==> src/rtl/bac_pkg.sv <==
package bac_pkg;

	// field types
	typedef logic [11:0] sample_t;
	typedef logic [11:0] supply_t;
	typedef logic [12:0] mv_t;
	typedef logic [9:0]  charge_t;
	typedef logic [30:0] recip_t;

	// supply register value after reset
	localparam supply_t SUPPLY_RST = 12'd3300;

	// x / 11 == (x * 47663) >> 19 for every x below 2^15
	localparam logic [15:0] REC_MUL   = 16'd47663;
	localparam int          REC_SHIFT = 19;

	// battery voltage is always a multiple of 32 mV; q = mv / 32
	// q at or below Q_FLOOR is at or below 3500 mV, q at or above Q_CEIL is at or above 4200 mV
	localparam logic [11:0] Q_FLOOR = 12'd109;
	localparam logic [11:0] Q_BASE  = 12'd110;
	localparam logic [11:0] Q_CEIL  = 12'd132;

	localparam logic [16:0] MV_SAT      = 17'd8191;
	localparam charge_t     CHARGE_FULL = 10'd1000;
	localparam charge_t     CHARGE_NONE = 10'd0;

	// interpolated lipo curve, sampled at every reachable voltage from 3520 mV to 4192 mV
	// in 32 mV steps; index 0 is 3520 mV
	function automatic charge_t charge_lut(input logic [4:0] idx);
		charge_t c;
		case (idx)
			5'd0:    c = 10'd7;
			5'd1:    c = 10'd18;
			5'd2:    c = 10'd29;
			5'd3:    c = 10'd40;
			5'd4:    c = 10'd52;
			5'd5:    c = 10'd63;
			5'd6:    c = 10'd74;
			5'd7:    c = 10'd85;
			5'd8:    c = 10'd96;
			5'd9:    c = 10'd145;
			5'd10:   c = 10'd225;
			5'd11:   c = 10'd303;
			5'd12:   c = 10'd343;
			5'd13:   c = 10'd383;
			5'd14:   c = 10'd460;
			5'd15:   c = 10'd550;
			5'd16:   c = 10'd620;
			5'd17:   c = 10'd674;
			5'd18:   c = 10'd754;
			5'd19:   c = 10'd845;
			5'd20:   c = 10'd920;
			5'd21:   c = 10'd984;
			default: c = CHARGE_NONE;
		endcase
		return c;
	endfunction

endpackage

==> src/rtl/bac_mv_scale.sv <==
module bac_mv_scale
	import bac_pkg::*;
#(
	parameter int ADC_BITS = 12
) (
	input  logic    clk,
	input  logic    arst_n,
	input  logic    in_valid,
	output logic    in_ready,
	input  sample_t in_sample,
	input  supply_t supply,
	output logic    out_valid,
	input  logic    out_ready,
	output recip_t  out_recip
);

	logic [23:0] prod_s1;
	logic        vld_s1;
	recip_t      recip_s2;
	logic        vld_s2;

	logic        ready_s1;
	logic        ready_s2;
	logic [23:0] shifted;
	logic [15:0] adc_mv;
	logic [14:0] half_mv;
	recip_t      recip_d;

	// stage advance when empty or when the next stage takes its contents
	assign ready_s2 = !vld_s2 || out_ready;
	assign ready_s1 = !vld_s1 || ready_s2;
	assign in_ready = ready_s1;

	// stage 1: sample times supply
	always_ff @(posedge clk or negedge arst_n) begin
		if (!arst_n) begin
			vld_s1 <= 1'b0;
		end else if (ready_s1) begin
			vld_s1 <= in_valid;
		end
	end

	always_ff @(posedge clk) begin
		if (ready_s1) begin
			prod_s1 <= {12'd0, in_sample} * {12'd0, supply};
		end
	end

	// scale to adc millivolts, then divide by 22 as halve and multiply by 1/11
	assign shifted = prod_s1 >> ADC_BITS;
	assign adc_mv  = shifted[15:0];
	assign half_mv = adc_mv[15:1];
	assign recip_d = {16'd0, half_mv} * {15'd0, REC_MUL};

	// stage 2: reciprocal product
	always_ff @(posedge clk or negedge arst_n) begin
		if (!arst_n) begin
			vld_s2 <= 1'b0;
		end else if (ready_s2) begin
			vld_s2 <= vld_s1;
		end
	end

	always_ff @(posedge clk) begin
		if (ready_s2) begin
			recip_s2 <= recip_d;
		end
	end

	assign out_valid = vld_s2;
	assign out_recip = recip_s2;

endmodule

==> src/rtl/bac_charge_map.sv <==
module bac_charge_map
	import bac_pkg::*;
(
	input  logic    clk,
	input  logic    arst_n,
	input  logic    in_valid,
	output logic    in_ready,
	input  recip_t  in_recip,
	output logic    out_valid,
	input  logic    out_ready,
	output mv_t     out_mv,
	output charge_t out_charge
);

	logic        vld_s3;
	mv_t         mv_s3;
	charge_t     charge_s3;

	logic        ready_s3;
	logic [11:0] quot;
	logic [16:0] mv_full;
	logic [11:0] idx_full;
	mv_t         mv_d;
	charge_t     charge_d;

	assign ready_s3 = !vld_s3 || out_ready;
	assign in_ready = ready_s3;

	// quotient by 22, times 32 gives battery millivolts
	assign quot    = in_recip[30:REC_SHIFT];
	assign mv_full = {quot, 5'd0};
	assign mv_d    = (mv_full > MV_SAT) ? MV_SAT[12:0] : mv_full[12:0];

	// clamp at both ends of the curve, table in between
	assign idx_full = quot - Q_BASE;

	always_comb begin
		if (quot >= Q_CEIL) begin
			charge_d = CHARGE_FULL;
		end else if (quot <= Q_FLOOR) begin
			charge_d = CHARGE_NONE;
		end else begin
			charge_d = charge_lut(idx_full[4:0]);
		end
	end

	// stage 3: output register
	always_ff @(posedge clk or negedge arst_n) begin
		if (!arst_n) begin
			vld_s3 <= 1'b0;
		end else if (ready_s3) begin
			vld_s3 <= in_valid;
		end
	end

	always_ff @(posedge clk) begin
		if (ready_s3) begin
			mv_s3     <= mv_d;
			charge_s3 <= charge_d;
		end
	end

	assign out_valid  = vld_s3;
	assign out_mv     = mv_s3;
	assign out_charge = charge_s3;

endmodule

==> src/rtl/battery_adc_to_charge_percent.sv <==
// Converts one ADC sample of a single-cell lipo battery divider into battery millivolts
// (floor(floor(sample * supply_mv / 2^ADC_BITS) / 22) * 32, saturated at 8191) and a state of
// charge in tenths of a percent from a piecewise linear curve, 1000 at or above 4200 mV and 0 at
// or below 3500 mV. The block is a three-stage pipeline: one sample can be taken every clock
// unless a stalled output has filled every stage, and each result passes the stage 1, 2 and 3
// registers in turn before it is valid at the output; the depth is set by the two multipliers,
// one in each of the first two stages, with the curve lookup in the third. A stalled output
// holds the pipeline and new samples are still taken until every stage is full.
// supply_mv resets to 3300 and must be written only while no sample is in flight.
module battery_adc_to_charge_percent
	import bac_pkg::*;
#(
	parameter int ADC_BITS = 12
) (
	input  logic        clk,
	input  logic        arst_n,
	input  logic        s_axis_tvalid,
	output logic        s_axis_tready,
	input  logic [15:0] s_axis_tdata,  // [11:0] adc_sample
	output logic        m_axis_tvalid,
	input  logic        m_axis_tready,
	output logic [23:0] m_axis_tdata,  // [12:0] battery_mv, [22:13] charge_tenths
	input  logic        cfg_wr_en,
	input  logic [11:0] cfg_wr_data    // supply_mv
);

	supply_t supply_q;
	logic    mid_valid;
	logic    mid_ready;
	recip_t  mid_recip;
	mv_t     battery_mv;
	charge_t charge_tenths;

	// supply register
	always_ff @(posedge clk or negedge arst_n) begin
		if (!arst_n) begin
			supply_q <= SUPPLY_RST;
		end else if (cfg_wr_en) begin
			supply_q <= cfg_wr_data;
		end
	end

	// voltage scaling, stages 1 and 2
	bac_mv_scale #(
		.ADC_BITS(ADC_BITS)
	) u_mv_scale (
		.clk       (clk),
		.arst_n    (arst_n),
		.in_valid  (s_axis_tvalid),
		.in_ready  (s_axis_tready),
		.in_sample (s_axis_tdata[11:0]),
		.supply    (supply_q),
		.out_valid (mid_valid),
		.out_ready (mid_ready),
		.out_recip (mid_recip)
	);

	// curve lookup and output register, stage 3
	bac_charge_map u_charge_map (
		.clk        (clk),
		.arst_n     (arst_n),
		.in_valid   (mid_valid),
		.in_ready   (mid_ready),
		.in_recip   (mid_recip),
		.out_valid  (m_axis_tvalid),
		.out_ready  (m_axis_tready),
		.out_mv     (battery_mv),
		.out_charge (charge_tenths)
	);

	assign m_axis_tdata = {1'b0, charge_tenths, battery_mv};

endmodule

==> config.mk <==
export PLATFORM = sky130hd
export DESIGN_NAME = battery_adc_to_charge_percent
export DESIGN_NICKNAME = d
export VERILOG_FILES = /design/src/rtl/bac_pkg.sv /design/src/rtl/bac_mv_scale.sv /design/src/rtl/bac_charge_map.sv /design/src/rtl/battery_adc_to_charge_percent.sv
export SDC_FILE = /design/constraint.sdc
export NUM_CORES = 1
export LEC_CHECK = 0
export BUFFER_PORTS_ARGS = -buffer_cell sky130_fd_sc_hd__buf_2
export CORE_ASPECT_RATIO = 1.2
export CORE_UTILIZATION = 69
export DETAILED_ROUTE_END_ITERATION = 7
export HOLD_SLACK_MARGIN = 0.03
export PLACE_DENSITY = 0.95
export SYNTH_ARGS = -nofsm -noshare
export SYNTH_HDL_FRONTEND = slang
export SYNTH_SLANG_ARGS = --single-unit
==> constraint.sdc <==
create_clock -name clk -period 8.42 [get_ports clk]
set_clock_uncertainty 0.15 [all_clocks]
set_input_delay 0.421 -clock clk [delete_from_list [all_inputs] [get_ports clk]]
set_output_delay 0.421 -clock clk [all_outputs]
set_load 0.005 [all_outputs]
==> tab_implementation.tex, run 1 <==
\begin{tabular}{lr}
\hline
Metric & Value \\
\hline
\multicolumn{2}{l}{\textbf{Worst setup path}} \\
Buffering stage count on the worst path with inverters included & 3 \\
Crit path largest cell delay & 690 ps \\
Critical path data required time & 8430 ps \\
Type of origin of the critical path & flip-flop \\
Top Family by Delay on Critical Path & adder cells \\
Startpoint of the worst register-to-register path & supply\_q[11]\$\_DFFE\_PN1P\_ \\
Capture point of the worst reg-to-reg path & u\_mv\_scale.prod\_s1[20]\$\_DFFE\_PP\_ \\
Cell type of the slowest stage on the worst timing path & dfstp\_2 \\
Data arrival time of the critical path & 5780 ps \\
Cell count of the worst reg-to-reg path & 14 \\
List of cells traversed by the critical path & nand2\_1 -> fa\_1 -> fa\_1 -> inv\_1 -> fa\_1 -> fa\_1 -> inv\_1 -> fa\_1 -> inv\_1 -> ha\_1 -> or2\_2 -> o311ai\_2 -> a2bb2oi\_1 -> mux2i\_1 \\
Classification of the worst setup path & flip-flop to flip-flop \\
Peak fanout along the critical path & 13 \\
Crit path from & supply\_q[11]\$\_DFFE\_PN1P\_ \\
Critical path endpoint category & flip-flop \\
Register-to-register setup slack & 2650 ps \\
Worst path most repeated cell & fa\_1 \\
\multicolumn{2}{l}{\textbf{Global route}} \\
Initial antenna violation count & 0 \\
M3 GR Usage & 0.05379 \\
Global router's overall resource usage & 0.3132 \\
Most Crowded Layer GR & met2 \\
Met2 layer usage reported by global route & 0.5714 \\
Met1 track demand over resource in global routing & 0.3452 \\
First-pass GRT wire length & 36.25 mm \\
Pin count of the biggest net entering global routing & 20 \\
Sum of overflow across all layers after global routing & 0 \\
Number of global-route vias before repair & 7828 \\
\multicolumn{2}{l}{\textbf{Layout}} \\
Area of all sequential standard cells & 1494 µm² \\
Number of nets in the finished design & 1368 \\
Share of final-layout standard cells stronger than drive strength 1 & 0.08100 \\
Final-layout fill cell count & 906 \\
Layout-stage area growth over the synthesis result & 4.636\% \\
Footprint of the multi-input gates & 7201 µm² \\
Number of diodes added for antenna fixing & 0 \\
\multicolumn{2}{l}{\textbf{Synthesis}} \\
Synth warn & 0 \\
Gate count of the mapped netlist & 1018 \\
Number of unique standard cell types used by synthesis & 57 \\
Asr flop ratio synth & 0.2885 \\
Synthesized area per cell & 9.570 µm² \\
Count of flip-flops with a built-in enable after synthesis & 37 \\
\#FFs+latches synth & 52 \\
Most instantiated library cell after synthesis & inv\_1 \\
Synth Cell Area & 9742 µm² \\
Top post-synthesis cells by area & fa\_1, ha\_1, edfxtp\_1 \\
Sequential fraction of the synthesis area & 0.1534 \\
Area share of the leading cell type in the synthesized netlist & 0.3103 \\
Library cell with the largest summed area after synthesis & fa\_1 \\
Most used flip-flop cell after synthesis & edfxtp\_1 \\
Leading cell types by count after synthesis & inv\_1, fa\_1, ha\_1, nand2\_1, and2\_1 \\
\multicolumn{2}{l}{\textbf{Clock tree}} \\
Worst skew pair latency & 310 ps \\
CTS hold repair buffers & 1 \\
Number of post-CTS setup repair buffers & 0 \\
Number of gates given a new drive strength after cts & 0 \\
CTS root buffer & clkbuf\_16 \\
Buffer levels on the longest clock path & 2 \\
Clock slew at reported path FFs & 80 ps \\
Number of H-tree levels & 2 \\
TritonCTS Sinks & 52 \\
Number of buffers added by the clock tree synthesis step & 5 \\
CTS tree & built \\
\multicolumn{2}{l}{\textbf{Route}} \\
Routed Wire Length & 21.24 mm \\
Detailed-router iteration count before antenna repair & 8 \\
Via/cell ratio & 5.943 \\
DR iter-0 viols & 579 \\
Number of nets with antenna violations after detailed routing & 0 \\
Wire length per cell & 17.59 µm \\
Vias post-DR & 7179 \\
Remaining routing DRC violations & 0 \\
\multicolumn{2}{l}{\textbf{Timing}} \\
Max-slew violation total from the final report & 0 \\
Final period demand of the worst path & 5772 ps \\
Hold Vio Cnt, Final & 0 \\
RSZ-0062 raised after global routing & false \\
Final setup fails & 0 \\
Slew Limit Headroom & 0.2257 \\
Period utilization & 0.6855 \\
Total negative slack for setup checks & 0 ps \\
Actual transition at the worst max-transition pin & 1153 ps \\
Fmax achieved & 173.3 MHz \\
\multicolumn{2}{l}{\textbf{Min path}} \\
Worst hold path endpoint & u\_mv\_scale.vld\_s1\$\_DFFE\_PN0P\_ \\
Worst hold path startpoint & s\_axis\_tvalid \\
Cell depth of the worst min-delay path & 2 \\
Worst hold path class & input pin to flip-flop \\
\multicolumn{2}{l}{\textbf{Floorplan}} \\
Die Ht & 132.2 µm \\
Core footprint & 13760 µm² \\
Effective utilization at floorplan & 0.7079 \\
Ports & 59 \\
\# rows & 47 \\
Area enclosed by the die boundary & 14600 µm² \\
Die width & 110.5 µm \\
\multicolumn{2}{l}{\textbf{Placement}} \\
GPL Wtd Cong & 0.9167 \\
Port Buffer Count & 48 \\
Final HPWL from detailed placement & 17.54 mm \\
\multicolumn{2}{l}{\textbf{Outcome}} \\
Status & completed \\
\multicolumn{2}{l}{\textbf{Job}} \\
Max Cap Viol & 0 \\
\hline
\end{tabular}
-- layer usage --
layer,routed length (µm),share of wire
met1,7400,0.35
met2,11440,0.54
met3,1303,0.061
met4,1102,0.052
met5,0,0
-- worst register-to-register path, stage by stage, from the launching register on --
cell and delay [ps]:
dfstp_2 690, nand2_1 150, fa_1 560, fa_1 560, inv_1 60, fa_1 530
fa_1 550, inv_1 70, fa_1 550, inv_1 50, ha_1 240, or2_2 290
o311ai_2 570, a2bb2oi_1 360, mux2i_1 250
-- layout make-up --
type / instances / area share
multi-input cells: 694 / 0.7064
well taps: 171 / 0.02099
clock inverters: 3 / 0.002700
inverters: 233 / 0.08580
flip-flops and latches: 52 / 0.1466
clock buffers: 5 / 0.01227
repair buffers: 50 / 0.02529
-- cells in the final DEF, fill, tap and decap left out, types with 7 or more instances in the layout --
cell type,count
dfrtp_1,9
nor2_1,20
nand2_1,113
nor3_1,11
ha_1,148
and2_1,53
o21ai_0,19
nand2b_1,7
inv_1,233
xnor2_1,15
a21o_1,13
nand3_1,8
mux2_2,13
edfxtp_1,37
buf_2,48
xor2_1,10
fa_1,151
a21oi_1,35
-- cell families after synthesis --
kind of cell | share of synthesized area
xor gates and xnor gates | 0.02248
muxes | 0.02016
adders and majority gates | 0.5004
DFF | 0.1534
AOI/OAI and AO/OA | 0.07963
and+or+nand+nor | 0.1142
other | 0.0003849
buffers and inverters | 0.1094
-- metrics by stage --
stage                     std cells  hold slack, ps  setup WS, ps  area (µm²)  utilization
final                          1208           158.3          2648       10190       0.7408
after global routing           1208           168.0          2488       10190       0.7408
after CTS                      1208           160.1          2702       10190       0.7408
after global placement         1199           238.9          2820       10030       0.7290
after floorplan                1023          -24.59          3045        9761            -
after detailed placement       1199           241.7          2716       10030       0.7290
-- state kept, by name, summed over array words and instances (netlist names) --
register	cells
supply_q	12
u_charge_map.out_charge	10
u_charge_map.out_mv	8
u_charge_map.out_valid	1
u_mv_scale.out_recip	8
u_mv_scale.out_valid	1
u_mv_scale.prod_s1	11
u_mv_scale.vld_s1	1
-- worst max-delay path by stage --
stage / end / slack [ps] / cells past startpoint
floorplan: u_mv_scale.prod_s1[19]$_DFFE_PP_ / 3040 / 17
finish: u_mv_scale.prod_s1[20]$_DFFE_PP_ / 2650 / 14
CTS: u_mv_scale.prod_s1[20]$_DFFE_PP_ / 2700 / 14
global placement: u_mv_scale.prod_s1[19]$_DFFE_PP_ / 2820 / 16
detailed placement: u_mv_scale.prod_s1[20]$_DFFE_PP_ / 2720 / 15
global route: u_mv_scale.prod_s1[19]$_DFFE_PP_ / 2490 / 16
Power of run 1 is left out: the tool's default activity adds up to more than one toggle a clock period on the data nets, which glitch-free logic cannot reach.
==> run 2: changes to the inputs <==
--- a/config.mk
+++ b/config.mk
@@ -7,10 +7,10 @@
 export LEC_CHECK = 0
 export BUFFER_PORTS_ARGS = -buffer_cell sky130_fd_sc_hd__buf_2
 export CORE_ASPECT_RATIO = 1.2
-export CORE_UTILIZATION = 69
+export CORE_UTILIZATION = 58
 export DETAILED_ROUTE_END_ITERATION = 7
 export HOLD_SLACK_MARGIN = 0.03
-export PLACE_DENSITY = 0.95
+export PLACE_DENSITY = 0.91
 export SYNTH_ARGS = -nofsm -noshare
 export SYNTH_HDL_FRONTEND = slang
 export SYNTH_SLANG_ARGS = --single-unit
==> constraint.sdc (replaced) <==
create_clock -name clk -period 4.7 [get_ports clk]
set_clock_uncertainty 0.15 [all_clocks]
set_input_delay 0.235 -clock clk [delete_from_list [all_inputs] [get_ports clk]]
set_output_delay 0.235 -clock clk [all_outputs]
set_load 0.005 [all_outputs]
==> tab_implementation.tex, run 2 (synthesized netlist as in run 1, its figures left out) <==
\begin{tabular}{lr}
\hline
Metric & Value \\
\hline
\multicolumn{2}{l}{\textbf{Timing}} \\
Actual transition at the worst max-transition pin & 1025 ps (-128.2 ps) \\
Final Hold Slack & 30.74 ps (-127.6 ps) \\
Worst Slack Setup Final & -547.3 ps (-3196 ps) \\
Final setup fails & 19 (+19) \\
Period utilization & 1.116 (+0.4310) \\
Hold Vio Cnt, Final & 0 (unchanged) \\
Max-slew violation total from the final report & 0 (unchanged) \\
Slew Limit Headroom & 0.3118 (+0.08609) \\
RSZ-0062 raised after global routing & true \\
Final period demand of the worst path & 5247 ps (-524.2 ps) \\
Fmax achieved & 190.6 MHz (+10\%) \\
\multicolumn{2}{l}{\textbf{Clock tree}} \\
Worst skew pair latency & 320 ps (about the same) \\
Buffer levels on the longest clock path & 2 (unchanged) \\
Clock slew at reported path FFs & 90 ps (about the same) \\
CTS root buffer & clkbuf\_16 \\
Number of H-tree levels & 2 (unchanged) \\
TritonCTS Sinks & 52 (unchanged) \\
Number of buffers added by the clock tree synthesis step & 5 (unchanged) \\
CTS tree & built \\
\multicolumn{2}{l}{\textbf{Worst setup path}} \\
Data arrival time of the critical path & 5160 ps (-620 ps) \\
Peak fanout along the critical path & 4 (-9) \\
Classification of the worst setup path & flip-flop to flip-flop \\
Startpoint of the worst register-to-register path & supply\_q[5]\$\_DFFE\_PN1P\_ \\
Critical path data required time & 4610 ps (-3820 ps) \\
Cell count of the worst reg-to-reg path & 16 (+2) \\
Critical path endpoint category & flip-flop \\
Crit path from & supply\_q[5]\$\_DFFE\_PN1P\_ \\
Type of origin of the critical path & flip-flop \\
\multicolumn{2}{l}{\textbf{Layout}} \\
Summed area of non-filler cells in the final layout & 11740 µm² (+15\%) \\
Leading cell type in the layout, fill and taps excluded & inv\_1 \\
Most frequent cells in the layout & inv\_1, fa\_1, ha\_1, nand2\_1, buf\_4 \\
Number of diodes added for antenna fixing & 0 (unchanged) \\
Number of nets in the finished design & 1492 (+9.1\%) \\
Biggest register & supply\_q \\
Final standard cell utilization of the core & 0.7188 (-0.02202) \\
Max reg flops & 12 (unchanged) \\
Non-filler instance count after layout & 1373 (+14\%) \\
Layout-stage area growth over the synthesis result & 20.52\% \\
Share of final-layout standard cells stronger than drive strength 1 & 0.2438 (+0.1628) \\
\multicolumn{2}{l}{\textbf{Floorplan}} \\
Ports & 59 (unchanged) \\
Die width & 120.3 µm (+8.9\%) \\
Die Ht & 144.0 µm (+8.9\%) \\
Area enclosed by the die boundary & 17320 µm² (+19\%) \\
Core footprint & 16340 µm² (+19\%) \\
Effective utilization at floorplan & 0.5964 (-0.1116) \\
\# rows & 51 (+8.5\%) \\
\multicolumn{2}{l}{\textbf{Placement}} \\
Inst Count DP & 1324 (+10\%) \\
Final HPWL from detailed placement & 19.01 mm (+8.4\%) \\
Port Buffer Count & 48 (unchanged) \\
Post-placement cell area & 10860 µm² (+8.2\%) \\
GPL Wtd Cong & 0.9228 (+0.67\%) \\
\multicolumn{2}{l}{\textbf{Global route}} \\
First-pass GRT wire length & 39.66 mm (+9.4\%) \\
Sum of overflow across all layers after global routing & 0 (unchanged) \\
Initial antenna violation count & 0 (unchanged) \\
Global router's overall resource usage & 0.2935 (-0.01970) \\
Number of global-route vias before repair & 8702 (+11\%) \\
Pin count of the biggest net entering global routing & 20 (unchanged) \\
\multicolumn{2}{l}{\textbf{Route}} \\
Routed Wire Length & 25.40 mm (+20\%) \\
Vias post-DR & 7924 (+10\%) \\
Number of nets with antenna violations after detailed routing & 0 (unchanged) \\
DR iter-0 viols & 655 (+13\%) \\
Via/cell ratio & 5.771 (-2.9\%) \\
Wire length per cell & 18.50 µm (+5.2\%) \\
Detailed-router iteration count before antenna repair & 7 (-1) \\
Remaining routing DRC violations & 0 (unchanged) \\
\multicolumn{2}{l}{\textbf{Outcome}} \\
Failing checks & setup timing \\
Status & finished, violations left \\
\multicolumn{2}{l}{\textbf{Min path}} \\
Worst hold path class & input pin to flip-flop \\
Worst hold path startpoint & cfg\_wr\_data[1] \\
Cell depth of the worst min-delay path & 2 (unchanged) \\
\multicolumn{2}{l}{\textbf{Job}} \\
Max Cap Viol & 0 (unchanged) \\
\hline
\end{tabular}
run 2: cell count changes in the layout (fill, tap and decap cells not counted), sizes merged:
cell         change
inv              +1
dlygate4sd3     +12
clkinv           -1
clkbuf           +1
buf            +111
run 2: through the flow:
step	worst slack [ps]	TNS, ps
final	-547.3	-6676
after CTS	-368.9	-3925
after global routing	-668.9	-8922
after global placement	-235.9	-3062
after detailed placement	-418.9	-5289
after floorplan	-176.3	-774.1
run 2: final timing paths:
check                                                   end  slack, ps
hold reg to reg            u_mv_scale.out_valid$_DFFE_PN0P_        330
max in group asynchronous          supply_q[11]$_DFFE_PN1P_       3760
setup / recovery           u_mv_scale.prod_s1[15]$_DFFE_PP_       -550
hold / removal                      supply_q[1]$_DFFE_PN0P_         30
setup reg to reg           u_mv_scale.prod_s1[15]$_DFFE_PP_       -550
min in group asynchronous           supply_q[9]$_DFFE_PN0P_        280
run 2: critical path, stage by stage, from the launching register on:
cell and delay, ps:
dfstp_2 600, buf_6 140, buf_4 100, nand2_1 70
fa_1 570, fa_1 440, inv_1 100, fa_2 450
fa_1 590, fa_1 480, ha_4 200, a2111oi_4 370
buf_4 180, a211o_1 200, o21ai_4 100, buf_4 140
xor2_1 130
run 2: layout make-up:
cell class	instances	area [µm²]
clock inverters	3	25.02
clock buffers	5	125.1
multi-input cells	694	7691
fillers	1045	4594
repair buffers	174	1265
flip-flops and latches	52	1495
well taps	212	265.3
inverters	233	874.6
run 2: timing repair:
item                                    in CTS  in global routing
hold buffers                                13                  0
setup buffers                               16                 12
endpoints found under the setup margin      18                 19
endpoints found under the hold margin       23                  0
pin swaps                                   33                 47
resized for setup                           56                 28
run 2: metal layers:
metal	track usage	wire, µm	vias up
li1	-	-	3488
met1	0.3059	8820	3910
met2	0.5783	13800	373
met3	0.04140	1339	153
met4	0.1300	1444	0
met5	0	0	-
Power of run 2 is left out for the same reason.
